===== src/hdl/lge_pkg.sv =====
`timescale 1ns / 1ps
// ----------------------------------------------------------------------------
// lge_pkg
// Shared types for the life grid generation engine: payload words, opcodes,
// controller states and the command/status bundles between the controller
// and the datapath.
// ----------------------------------------------------------------------------
package lge_pkg;

    typedef enum logic [1:0] {
        OP_TOGGLE = 2'd0,
        OP_CLEAR  = 2'd1,
        OP_STEP   = 2'd2,
        OP_READ   = 2'd3
    } op_t;

    typedef struct packed {
        op_t        op;
        logic [5:0] cell_row;
        logic [5:0] cell_col;
    } in_word_t;

    typedef struct packed {
        logic        cell_alive;
        logic [63:0] row_bits;
    } out_word_t;

    typedef enum logic [3:0] {
        ST_INIT       = 4'd0,
        ST_IDLE       = 4'd1,
        ST_TGL_RD     = 4'd2,
        ST_TGL_WR     = 4'd3,
        ST_CLR        = 4'd4,
        ST_STEP_PRIME = 4'd5,
        ST_STEP_FILL  = 4'd6,
        ST_STEP_ROW   = 4'd7,
        ST_RD_RD      = 4'd8,
        ST_RD_DATA    = 4'd9,
        ST_DONE       = 4'd10
    } state_t;

    typedef enum logic [2:0] {
        RD_NONE = 3'd0,
        RD_ITEM = 3'd1,
        RD_CNT  = 3'd2,
        RD_CNT1 = 3'd3,
        RD_CNT2 = 3'd4
    } rd_src_t;

    typedef enum logic [1:0] {
        RES_ZERO   = 2'd0,
        RES_TOGGLE = 2'd1,
        RES_READ   = 2'd2
    } res_kind_t;

    typedef struct packed {
        logic      load_item;
        logic      cnt_inc;
        logic      wr_zero;
        logic      wr_toggle;
        logic      wr_step;
        logic      win_fill;
        rd_src_t   rd_src;
        logic      res_ld;
        res_kind_t res_kind;
        logic      out_load;
    } dp_cmd_t;

    typedef struct packed {
        logic cnt_last;
        logic out_busy;
    } dp_stat_t;

endpackage


===== src/hdl/lge_controller.sv =====
`timescale 1ns / 1ps
// ----------------------------------------------------------------------------
// lge_controller
// Sequencer for the engine: clearing pass after reset, opcode dispatch and
// the per-op command sequences that drive the datapath.
// ----------------------------------------------------------------------------
module lge_controller (
    input  logic             aclk,
    input  logic             aresetn,
    input  logic             s_valid,
    output logic             s_ready,
    input  lge_pkg::op_t     s_op,
    input  lge_pkg::dp_stat_t stat,
    output lge_pkg::dp_cmd_t cmd
);
    import lge_pkg::*;

    state_t state_reg;
    state_t state_next;

    always_ff @(posedge aclk) begin
        if (!aresetn) begin
            state_reg <= ST_INIT;
        end else begin
            state_reg <= state_next;
        end
    end

    always_comb begin
        state_next = state_reg;
        cmd        = '0;
        s_ready    = 1'b0;
        case (state_reg)
            ST_INIT: begin
                cmd.wr_zero = 1'b1;
                cmd.cnt_inc = 1'b1;
                if (stat.cnt_last) begin
                    state_next = ST_IDLE;
                end
            end
            ST_IDLE: begin
                s_ready = 1'b1;
                if (s_valid) begin
                    cmd.load_item = 1'b1;
                    case (s_op)
                        OP_TOGGLE: state_next = ST_TGL_RD;
                        OP_CLEAR:  state_next = ST_CLR;
                        OP_STEP:   state_next = ST_STEP_PRIME;
                        OP_READ:   state_next = ST_RD_RD;
                        default:   state_next = ST_IDLE;
                    endcase
                end
            end
            ST_TGL_RD: begin
                cmd.rd_src = RD_ITEM;
                state_next = ST_TGL_WR;
            end
            ST_TGL_WR: begin
                cmd.wr_toggle = 1'b1;
                cmd.res_ld    = 1'b1;
                cmd.res_kind  = RES_TOGGLE;
                state_next    = ST_DONE;
            end
            ST_CLR: begin
                cmd.wr_zero = 1'b1;
                cmd.cnt_inc = 1'b1;
                if (stat.cnt_last) begin
                    cmd.res_ld   = 1'b1;
                    cmd.res_kind = RES_ZERO;
                    state_next   = ST_DONE;
                end
            end
            ST_STEP_PRIME: begin
                cmd.rd_src = RD_CNT;
                state_next = ST_STEP_FILL;
            end
            ST_STEP_FILL: begin
                cmd.win_fill = 1'b1;
                cmd.rd_src   = RD_CNT1;
                state_next   = ST_STEP_ROW;
            end
            ST_STEP_ROW: begin
                cmd.wr_step = 1'b1;
                cmd.rd_src  = RD_CNT2;
                cmd.cnt_inc = 1'b1;
                if (stat.cnt_last) begin
                    cmd.res_ld   = 1'b1;
                    cmd.res_kind = RES_ZERO;
                    state_next   = ST_DONE;
                end
            end
            ST_RD_RD: begin
                cmd.rd_src = RD_ITEM;
                state_next = ST_RD_DATA;
            end
            ST_RD_DATA: begin
                cmd.res_ld   = 1'b1;
                cmd.res_kind = RES_READ;
                state_next   = ST_DONE;
            end
            ST_DONE: begin
                if (!stat.out_busy) begin
                    cmd.out_load = 1'b1;
                    state_next   = ST_IDLE;
                end
            end
            default: begin
                state_next = ST_IDLE;
            end
        endcase
    end

endmodule


===== config.mk =====
export PLATFORM = sky130hd
export DESIGN_NAME = lge_controller
export DESIGN_NICKNAME = d
export VERILOG_FILES = /design/src/hdl/lge_pkg.sv /design/src/hdl/lge_controller.sv
export SDC_FILE = /design/constraint.sdc
export NUM_CORES = 1
export LEC_CHECK = 0
export BUFFER_PORTS_ARGS = -buffer_cell sky130_fd_sc_hd__buf_2
export CAP_MARGIN = 25
export CORE_UTILIZATION = 39
export CTS_BUF_LIST = sky130_fd_sc_hd__clkbuf_4
export CTS_CLUSTER_SIZE = 8
export DETAILED_ROUTE_END_ITERATION = 16
export GPL_TIMING_DRIVEN = 0
export PLACE_DENSITY = 0.67
export SYNTH_ARGS = -nofsm -noshare
export SYNTH_HDL_FRONTEND = slang
export SYNTH_SLANG_ARGS = --single-unit
export TNS_END_PERCENT = 50

===== constraint.sdc =====
create_clock -name aclk -period 1.8 [get_ports aclk]
set_input_delay 0.18 -clock aclk [delete_from_list [all_inputs] [get_ports aclk]]
set_output_delay 0.18 -clock aclk [all_outputs]
set_load 0.02 [all_outputs]

==> results of run 1 <==
## per-layer routing
layer	vias up	routed length, µm	GRT usage [%]
met3	0	54	5.23
met1	256	588	24.9
met5	-	0	0
met4	0	0	2.68
li1	297	-	-
met2	16	549	28.0
## placed cells by master (no fill, tap or decap), drive strengths merged
| master | n |
|---|---|
| a21oi | 2 |
| a2bb2oi | 1 |
| a31o | 1 |
| a32o | 2 |
| and2 | 1 |
| and3 | 1 |
| buf | 25 |
| clkbuf | 4 |
| dfxtp | 4 |
| ha | 3 |
| inv | 5 |
| mux2i | 2 |
| nand2 | 8 |
| nand2b | 3 |
| nand3 | 1 |
| nor2 | 11 |
| nor2b | 5 |
| nor3 | 5 |
| o211a | 1 |
| o211ai | 2 |
| o21ai | 3 |
| o221ai | 1 |
| o32a | 2 |
| or2 | 1 |
| xnor2 | 2 |
## stage by stage
step	std cells	hold WS [ns]	power, mW	util [%]	cell area [µm²]
global route	110	0.346	0.997	56.1	648
floorplan	74	0.449	0.649	-	512
global placement	107	0.575	0.802	54.0	624
finish	110	0.310	0.913	56.1	648
CTS	110	0.307	0.923	56.0	647
detailed placement	107	0.559	0.807	54.0	624
## layout make-up
| type | count | area, µm² |
|---|---|---|
| buffer | 7 | 48.8 |
| timing repair buffer | 19 | 95.1 |
| fill | 114 | 508 |
| multi-input combinational | 58 | 365 |
| clock buffer | 3 | 22.5 |
| tap | 14 | 17.5 |
| sequential | 4 | 80.1 |
| inverter | 5 | 18.8 |
## synth_stat cells (all sizes together)
library cell  instances
a2bb2oi               1
nand2                 8
o221ai                1
o21ai                 3
dfxtp                 4
a21oi                 2
mux2i                 2
clkbuf                1
nor2                 11
a32o                  2
nor2b                 5
inv                   5
buf                   6
o211a                 1
and2                  1
and3                  1
a31o                  1
or2                   1
o211ai                2
ha                    3
o32a                  2
nand2b                3
xnor2                 2
nor3                  5
nand3                 1
## cells by family after synthesis
kind of cell	share of synthesized area, %
xor gates and xnor gates	3.42
AOI/OAI and AO/OA	23.0
muxes	3.91
adders and majority gates	7.34
and+or+nand+nor	33.7
DFF	15.6
buffers and inverters	13.0
## how the worst max path moves through the flow
stage | startpoint | endpoint
floorplan | state_reg[1]$_SDFFE_PN0P_ | cmd[9]
global placement | state_reg[2]$_SDFFE_PN0P_ | cmd[3]
detailed placement | state_reg[2]$_SDFFE_PN0P_ | cmd[3]
CTS | state_reg[2]$_SDFFE_PN0P_ | cmd[3]
global route | state_reg[2]$_SDFFE_PN0P_ | cmd[3]
finish | state_reg[1]$_SDFFE_PN0P_ | cmd[9]
## what timing repair did
action / CTS / global route
hold buffers: 0 / 0
setup endpoints to repair: 0 / 2
resized for setup: 0 / 2
## power breakdown
| group | switching, mW | internal [mW] | total, mW |
|---|---|---|---|
| logic | 0.392 | 0.270 | 0.662 |
| clock network | 0.0353 | 0.0745 | 0.110 |
| registers | 0.0240 | 0.117 | 0.141 |
## critical path, cell delays in order, from the launching register on
cell	delay, ns
dfxtp_1	0.31
buf_6	0.12
buf_2	0.21
nand2_1	0.13
nor3_1	0.19
buf_4	0.14
buf_2	0.14
==> out/results.txt, run 1 <==
core area -> 0.00116 mm²
Routed WL -> 1190 µm
Port Buf Inserts -> 19
HP Start -> aresetn
die area -> 0.00146 mm²
CP Capture Type -> primary output
Bufs on Longest Clock Path -> 2
antenna cell count -> 0
Power Density -> 1410 mW/mm²
Final Hold Vio Count -> 0
vias per inst -> 5.17
Post-Syn Nets -> 84
reg2reg start -> state_reg[1]$_SDFFE_PN0P_
cts bufs inserted -> 3
largest area contributor in the netlist -> dfxtp_1
total setup buffers inserted after CTS -> 0
GR Overflow Total -> 0
final-stage net count -> 108
R2R depth -> 5
Peak VDD IR -> 625 µV
Fin Clk Skew -> 0.00434 ns
YS warnings -> 0
crit path max fanout -> 10
area delta synth->final -> 26.7%
clock tree sinks -> 4
Reg-to-Reg End -> state_reg[2]$_SDFFE_PN0P_
status -> finished, final reports clean
CTS tree -> built
share of the synthesized area in the top cell type -> 15.6%
worst skew pair latency -> 0.23 ns
largest cells by area after synthesis -> dfxtp_1 16%, ha_1 7.3%, nor2_1 7.3%
Synth Cell Area -> 512 µm²
WL/cell -> 10.8 µm
Mapped Cells -> 74
Die Span Y -> 38.2 µm
Pre-antenna DRT Iters -> 4
period utilisation layout -> 91.8%
Detailed Place HPWL -> 940 µm
number of remaining DRC errors -> 0
first-pass GRT wire length -> 1850 µm
setup slack, reg-to-reg -> 0.30 ns
hold crit path type -> primary input to register
die width -> 38.2 µm
initial core utilization -> 44.3%
worst setup slack after placement -> 0.271 ns
sequential element share of the synthesized area -> 15.6%
Max-Cap Viols -> 0
num rows -> 12
layout cells sized above 1 -> 31.3%
clock slew at reported path FFs -> 0.04 ns
unrepaired setup endpoints after global routing -> no
I/O pins -> 21
gpl congestion -> 0.813
post-route ant nets -> 0
largest net degree at the start of global routing -> 11
final setup TNS -> 0 ns
number of flip-flops in the largest register -> 4
Leak -> 0.335 nW
unique cell type count in the Yosys netlist -> 30
hold endpoint -> state_reg[0]$_SDFFE_PN0P_
H-tree Lvls -> 1
crit path time final -> 1.65 ns
Slew @ Worst Pin -> 0.282 ns
hold depth -> 3
1st-iter DRT viols -> 10
Worst setup SP type -> register
Tot GR Track Use -> 18.1%
initial antenna violation count -> 0
clk root buf -> clkbuf_4
vias in the first global route -> 428
WP data required -> 1.62 ns
vias -> 569
Avg Cell Area, Syn -> 6.92 µm²
type of the worst setup path -> register to primary output
WP data arrival -> 1.47 ns
Synth Register Bits -> 4
max_slew headroom -> 81.2%
Final WS setup -> 0.148 ns
final setup vio count -> 0
Highest Clock Rate -> 605 MHz
pins over their slew limit -> 0
No activity file was read; power rests on OpenSTA's default activity.
==> run 2: changes to the inputs <==
==> constraint.sdc (replaced) <==
create_clock -name aclk -period 2 [get_ports aclk]
set_input_delay 0.2 -clock aclk [delete_from_list [all_inputs] [get_ports aclk]]
set_output_delay 0.2 -clock aclk [all_outputs]
set_load 0.02 [all_outputs]
==> out/results.txt, run 2 (same netlist as run 1, synthesis figures left out) <==
status -> finished, final reports clean
vias -> 581 (+2.1%)
Bufs on Longest Clock Path -> 2 (unchanged)
first-pass GRT wire length -> 1850 µm (unchanged)
max_slew headroom -> 73.8% (-7.3 points)
PostCTS Resize Cnt -> 0 (unchanged)
Tot GR Track Use -> 18.1% (unchanged)
final setup TNS -> 0 ns (unchanged)
post-route ant nets -> 0 (unchanged)
Power Density -> 1270 mW/mm² (-9.9%)
P_sw -> 0.407 mW (-9.9%)
CP cell instances -> clkbuf_1 -> nor2b_1 -> a32o_1 -> buf_2
area delta synth->final -> 26.4%
vias per inst -> 5.28 (+2.1%)
Worst setup SP type -> register
Highest Clock Rate -> 551 MHz
Detailed Place HPWL -> 940 µm (unchanged)
CTS tree -> built
Pre-antenna DRT Iters -> 5 (+1)
design area -> 647 µm² (-0.19%)
hold crit path type -> primary input to register
Final Hold Vio Count -> 0 (unchanged)
Peak VDD IR -> 564 µV (-9.8%)
final-stage net count -> 108 (unchanged)
clock tree sinks -> 4 (unchanged)
1st-iter DRT viols -> 11 (+1)
initial core utilization -> 44.3% (unchanged)
die width -> 38.2 µm (unchanged)
core area -> 0.00116 mm² (unchanged)
Fin Clk Skew -> 0.00434 ns (unchanged)
num rows -> 12 (unchanged)
Max-Cap Viols -> 0 (unchanged)
Routed WL -> 1200 µm (+0.50%)
P_int -> 0.414 mW (-10%)
Slew @ Worst Pin -> 0.393 ns (+0.111 ns)
number of remaining DRC errors -> 0 (unchanged)
slowest stage delay, CP -> 0.35 ns (+0.04 ns)
CP Capture Type -> primary output
worst skew pair latency -> 0.23 ns (about the same)
WP data required -> 1.80 ns (+0.18 ns)
largest net degree at the start of global routing -> 11 (unchanged)
Clock power frac -> 12.0% (about the same)
I/O pins -> 21 (unchanged)
total setup buffers inserted after CTS -> 0 (unchanged)
antenna cell count -> 0 (unchanged)
clock slew at reported path FFs -> 0.04 ns (about the same)
FF/Latch Area -> 80.1 µm² (unchanged)
Leak -> 0.332 nW (-1.0%)
layout cells sized above 1 -> 30.2% (-1.0 points)
pins over their slew limit -> 0 (unchanged)
vias in the first global route -> 428 (unchanged)
number of flip-flops in the largest register -> 4 (unchanged)
cts hold-fix bufs -> 0 (unchanged)
most frequent cells in the layout -> 21 x buf_2, 10 x nor2_1, 8 x nand2_1
crit path time final -> 1.82 ns
Multi-input gate area -> 365 µm² (unchanged)
Port Buf Inserts -> 19 (unchanged)
period utilisation layout -> 90.8%
Net Sw Frac -> 49.6% (+0.099 points)
initial antenna violation count -> 0 (unchanged)
Placement Cell Area -> 624 µm² (unchanged)
clk root buf -> clkbuf_4
most common cell after layout, fill and taps aside -> buf_2
type of the worst setup path -> register to primary output
H-tree Lvls -> 1 (unchanged)
Comb pwr share -> 72.5% (about the same)
crit path max fanout -> 10 (unchanged)
WP data arrival -> 1.62 ns (+0.15 ns)
fillers -> 115 (+0.88%)
gpl congestion -> 0.813 (unchanged)
die area -> 0.00146 mm² (unchanged)
unrepaired setup endpoints after global routing -> no
Seq pwr share -> 15.5% (about the same)
Die Span Y -> 38.2 µm (unchanged)
cts bufs inserted -> 3 (unchanged)
final setup vio count -> 0 (unchanged)
critical path's slowest cell -> dfxtp_1
WL/cell -> 10.9 µm (+0.50%)
GR Overflow Total -> 0 (unchanged)
==> run 2: cell counts in the layout (fill, tap and decap cells not counted) <==
No cell type changed its count.
==> run 2: worst paths after layout <==
kind | startpoint | to | slack, ns | cells after the start
max | state_reg[2]$_SDFFE_PN0P_ | cmd[3] | 0.18 | 4
min | aresetn | state_reg[0]$_SDFFE_PN0P_ | 0.33 | 3
max reg2reg | state_reg[1]$_SDFFE_PN0P_ | state_reg[2]$_SDFFE_PN0P_ | 0.50 | 5
min reg2reg | state_reg[0]$_SDFFE_PN0P_ | state_reg[0]$_SDFFE_PN0P_ | 0.64 | 3
==> run 2: through the flow <==
step           cells  total power [mW]  setup slack (ns)  utilization, %  hold WS, ns
3_3_place_gp     107             0.722             0.470            54.0        0.595
4_1_cts          110             0.830             0.194            56.0        0.327
2_1_floorplan     74             0.584             0.332               -        0.470
3_5_place_dp     107             0.726             0.451            54.0        0.579
6_report         110             0.821             0.185            56.0        0.332
5_1_grt          110             0.896            0.0599            56.0        0.366
==> run 2: critical path: cells and delay by family, from the launching register on <==
family	cells	cell delay (ns)
buf+inv	2	0.50
flops	1	0.35
simple gates	1	0.33
compound gates	1	0.21
==> run 2: metal layers <==
layer / GRT usage, % / part of all wire (%)
met2: 28.0 / 46
met4: 2.68 / 0
met5: 0 / 0
met1: 24.9 / 48
met3: 5.23 / 5.3
==> run 2: final cells by class <==
class,count,area share (%)
Buffer,7,7.35
Clock buffer,3,3.48
Inverter,5,2.90
Multi-Input combinational cell,58,56.5
Sequential cell,4,12.4
Tap cell,14,2.71
Timing Repair Buffer,19,14.7
==> run 2: power groups by stage <==
stage	Clock, mW	Sequential, mW	Combinational (mW)
after global placement	0	0.127	0.596
after CTS	0.104	0.127	0.599
after floorplan	0	0.124	0.460
after global routing	0.111	0.130	0.655
final	0.0988	0.127	0.595
after detailed placement	0	0.128	0.598
==> run 3: changes to the inputs <==
--- a/config.mk
+++ b/config.mk
@@ -7,12 +7,13 @@
 export LEC_CHECK = 0
 export BUFFER_PORTS_ARGS = -buffer_cell sky130_fd_sc_hd__buf_2
 export CAP_MARGIN = 25
-export CORE_UTILIZATION = 39
+export CORE_AREA = 2 2 39 41
 export CTS_BUF_LIST = sky130_fd_sc_hd__clkbuf_4
 export CTS_CLUSTER_SIZE = 8
 export DETAILED_ROUTE_END_ITERATION = 16
+export DIE_AREA = 0 0 41 43
 export GPL_TIMING_DRIVEN = 0
-export PLACE_DENSITY = 0.67
+export PLACE_DENSITY = 0.66
 export SYNTH_ARGS = -nofsm -noshare
 export SYNTH_HDL_FRONTEND = slang
 export SYNTH_SLANG_ARGS = --single-unit
==> out/results.txt, run 3 (same netlist as run 1, synthesis figures left out) <==
Max-Cap Viols -> 0 (unchanged)
Fin Clk Skew -> 0.00497 ns (+0.000637 ns)
design area -> 649 µm² (+0.39%)
unrepaired setup endpoints after global routing -> no
most frequent cells in the layout -> 21 x buf_2, 10 x nor2_1, 8 x nand2_1
Comb pwr share -> 72.7% (+0.2 points)
max_slew headroom -> 75.4% (+1.5 points)
clock slew at reported path FFs -> 0.04 ns (about the same)
fillers -> 149 (+30%)
Power Density -> 1280 mW/mm² (+0.71%)
gpl congestion -> 0.776 (-4.6%)
number of flip-flops in the largest register -> 4 (unchanged)
Detailed Place HPWL -> 995 µm (+5.9%)
post-route ant nets -> 0 (unchanged)
Die Span Y -> 43 µm (+12%)
critical path's slowest cell -> dfxtp_1
Pre-antenna DRT Iters -> 4 (-1)
period utilisation layout -> 89.0% (-1.7 points)
Net Sw Frac -> 50.1% (+0.57 points)
P_sw -> 0.416 mW (+2.3%)
WL/cell -> 11.5 µm (+5.6%)
final setup vio count -> 0 (unchanged)
Bufs on Longest Clock Path -> 2 (unchanged)
Highest Clock Rate -> 562 MHz (+2.0%)
GR Overflow Total -> 0 (unchanged)
WP data arrival -> 1.58 ns (-0.04 ns)
FF/Latch Area -> 80.1 µm² (unchanged)
H-tree Lvls -> 1 (unchanged)
area delta synth->final -> 26.9%
P_int -> 0.414 mW (about the same)
clk root buf -> clkbuf_4
PostCTS Resize Cnt -> 0 (unchanged)
tightest hold margin -> 0.333 ns (+0.000764 ns)
Clock power frac -> 11.9% (about the same)
Final Hold Vio Count -> 0 (unchanged)
antenna cell count -> 0 (unchanged)
vias -> 593 (+2.1%)
type of the worst setup path -> register to primary output
die area -> 0.00176 mm² (+21%)
most common cell after layout, fill and taps aside -> buf_2
initial antenna violation count -> 0 (unchanged)
number of remaining DRC errors -> 0 (unchanged)
Critical path buffers and inverters -> 2 (unchanged)
worst skew pair latency -> 0.23 ns (about the same)
num rows -> 14 (+2)
CTS tree -> built
Port Buf Inserts -> 19 (unchanged)
Tot GR Track Use -> 16.2% (-1.8 points)
I/O pins -> 21 (unchanged)
pins over their slew limit -> 0 (unchanged)
CP cell instances -> clkbuf_1 -> nor2b_1 -> a32o_1 -> buf_2
final-stage net count -> 108 (unchanged)
final setup TNS -> 0 ns (unchanged)
first-pass GRT wire length -> 1930 µm (+4.5%)
Multi-input gate area -> 365 µm² (unchanged)
slowest stage delay, CP -> 0.34 ns (about the same)
cts bufs inserted -> 3 (unchanged)
vias in the first global route -> 477 (+11%)
Placement Cell Area -> 627 µm² (+0.40%)
CP Capture Type -> primary output
critical path's top delay family -> buffers and inverters
die width -> 41 µm (+7.3%)
initial core utilization -> 37.0% (-7.3 points)
largest net degree at the start of global routing -> 11 (unchanged)
worst setup slack after placement -> 0.448 ns (-0.00231 ns)
layout cells sized above 1 -> 30.2% (unchanged)
status -> finished, final reports clean
Peak VDD IR -> 668 µV (+18%)
WP data required -> 1.80 ns (about the same)
Slew @ Worst Pin -> 0.370 ns (-0.0231 ns)
Leak -> 0.332 nW (unchanged)
crit path time final -> 1.78 ns (-0.0349 ns)
total setup buffers inserted after CTS -> 0 (unchanged)
crit path max fanout -> 10 (unchanged)
clock tree sinks -> 4 (unchanged)
Seq pwr share -> 15.4% (about the same)
Routed WL -> 1290 µm (+7.5%)
core area -> 0.00138 mm² (+20%)
hold crit path type -> primary input to register
Worst setup SP type -> register
cts hold-fix bufs -> 0 (unchanged)
1st-iter DRT viols -> 14 (+3)
vias per inst -> 5.29 (+0.24%)
setup slack, reg-to-reg -> 0.49 ns (about the same)
Final WS setup -> 0.219 ns (+0.0349 ns)
==> run 3: cell type report <==
type	instances	share of cell area, %
well taps	16	3.08
clock buffers	3	3.47
multi-input cells	58	56.3
inverters	5	2.89
plain buffers	7	7.32
repair buffers	19	14.6
flip-flops and latches	4	12.3
==> run 3: per-stage QoR <==
| step | util, % | std cells | power [mW] |
|---|---|---|---|
| global placement | 45.3 | 109 | 0.723 |
| floorplan | - | 74 | 0.584 |
| CTS | 46.9 | 112 | 0.837 |
| finish | 46.9 | 112 | 0.830 |
| global route | 46.9 | 112 | 0.901 |
| detailed placement | 45.3 | 109 | 0.731 |
==> run 3: metal layers <==
| layer | vias to the layer above | routed length, µm | global-route usage, % |
|---|---|---|---|
| met1 | 271 | 565 | 18.6 |
| met4 | 0 | 0 | 4.00 |
| met3 | 0 | 105 | 7.85 |
| met2 | 26 | 617 | 25.9 |
| li1 | 296 | - | - |
| met5 | - | 0 | 0 |
==> run 3: worst register-to-register path: cells and delay by family (launching register included) <==
family	cells	cell delay (ns)
buf+inv	1	0.15
compound gates	2	0.61
flops	1	0.33
simple gates	2	0.30
==> run 3: path summary, 6_finish.rpt <==
check                            startpoint                         to  cells after the start
setup reg to reg  state_reg[0]$_SDFFE_PN0P_  state_reg[2]$_SDFFE_PN0P_                      5
hold / removal                      aresetn  state_reg[0]$_SDFFE_PN0P_                      3
hold reg to reg   state_reg[0]$_SDFFE_PN0P_  state_reg[0]$_SDFFE_PN0P_                      3
setup / recovery  state_reg[2]$_SDFFE_PN0P_                     cmd[3]                      4
==> run 3: power groups by stage <==
stage               Clock, mW  Sequential [mW]  Combinational (mW)
floorplan                   0            0.124               0.460
global placement            0            0.127               0.595
finish                 0.0988            0.128               0.603
CTS                     0.104            0.128               0.604
global route            0.113            0.131               0.656
detailed placement          0            0.129               0.602
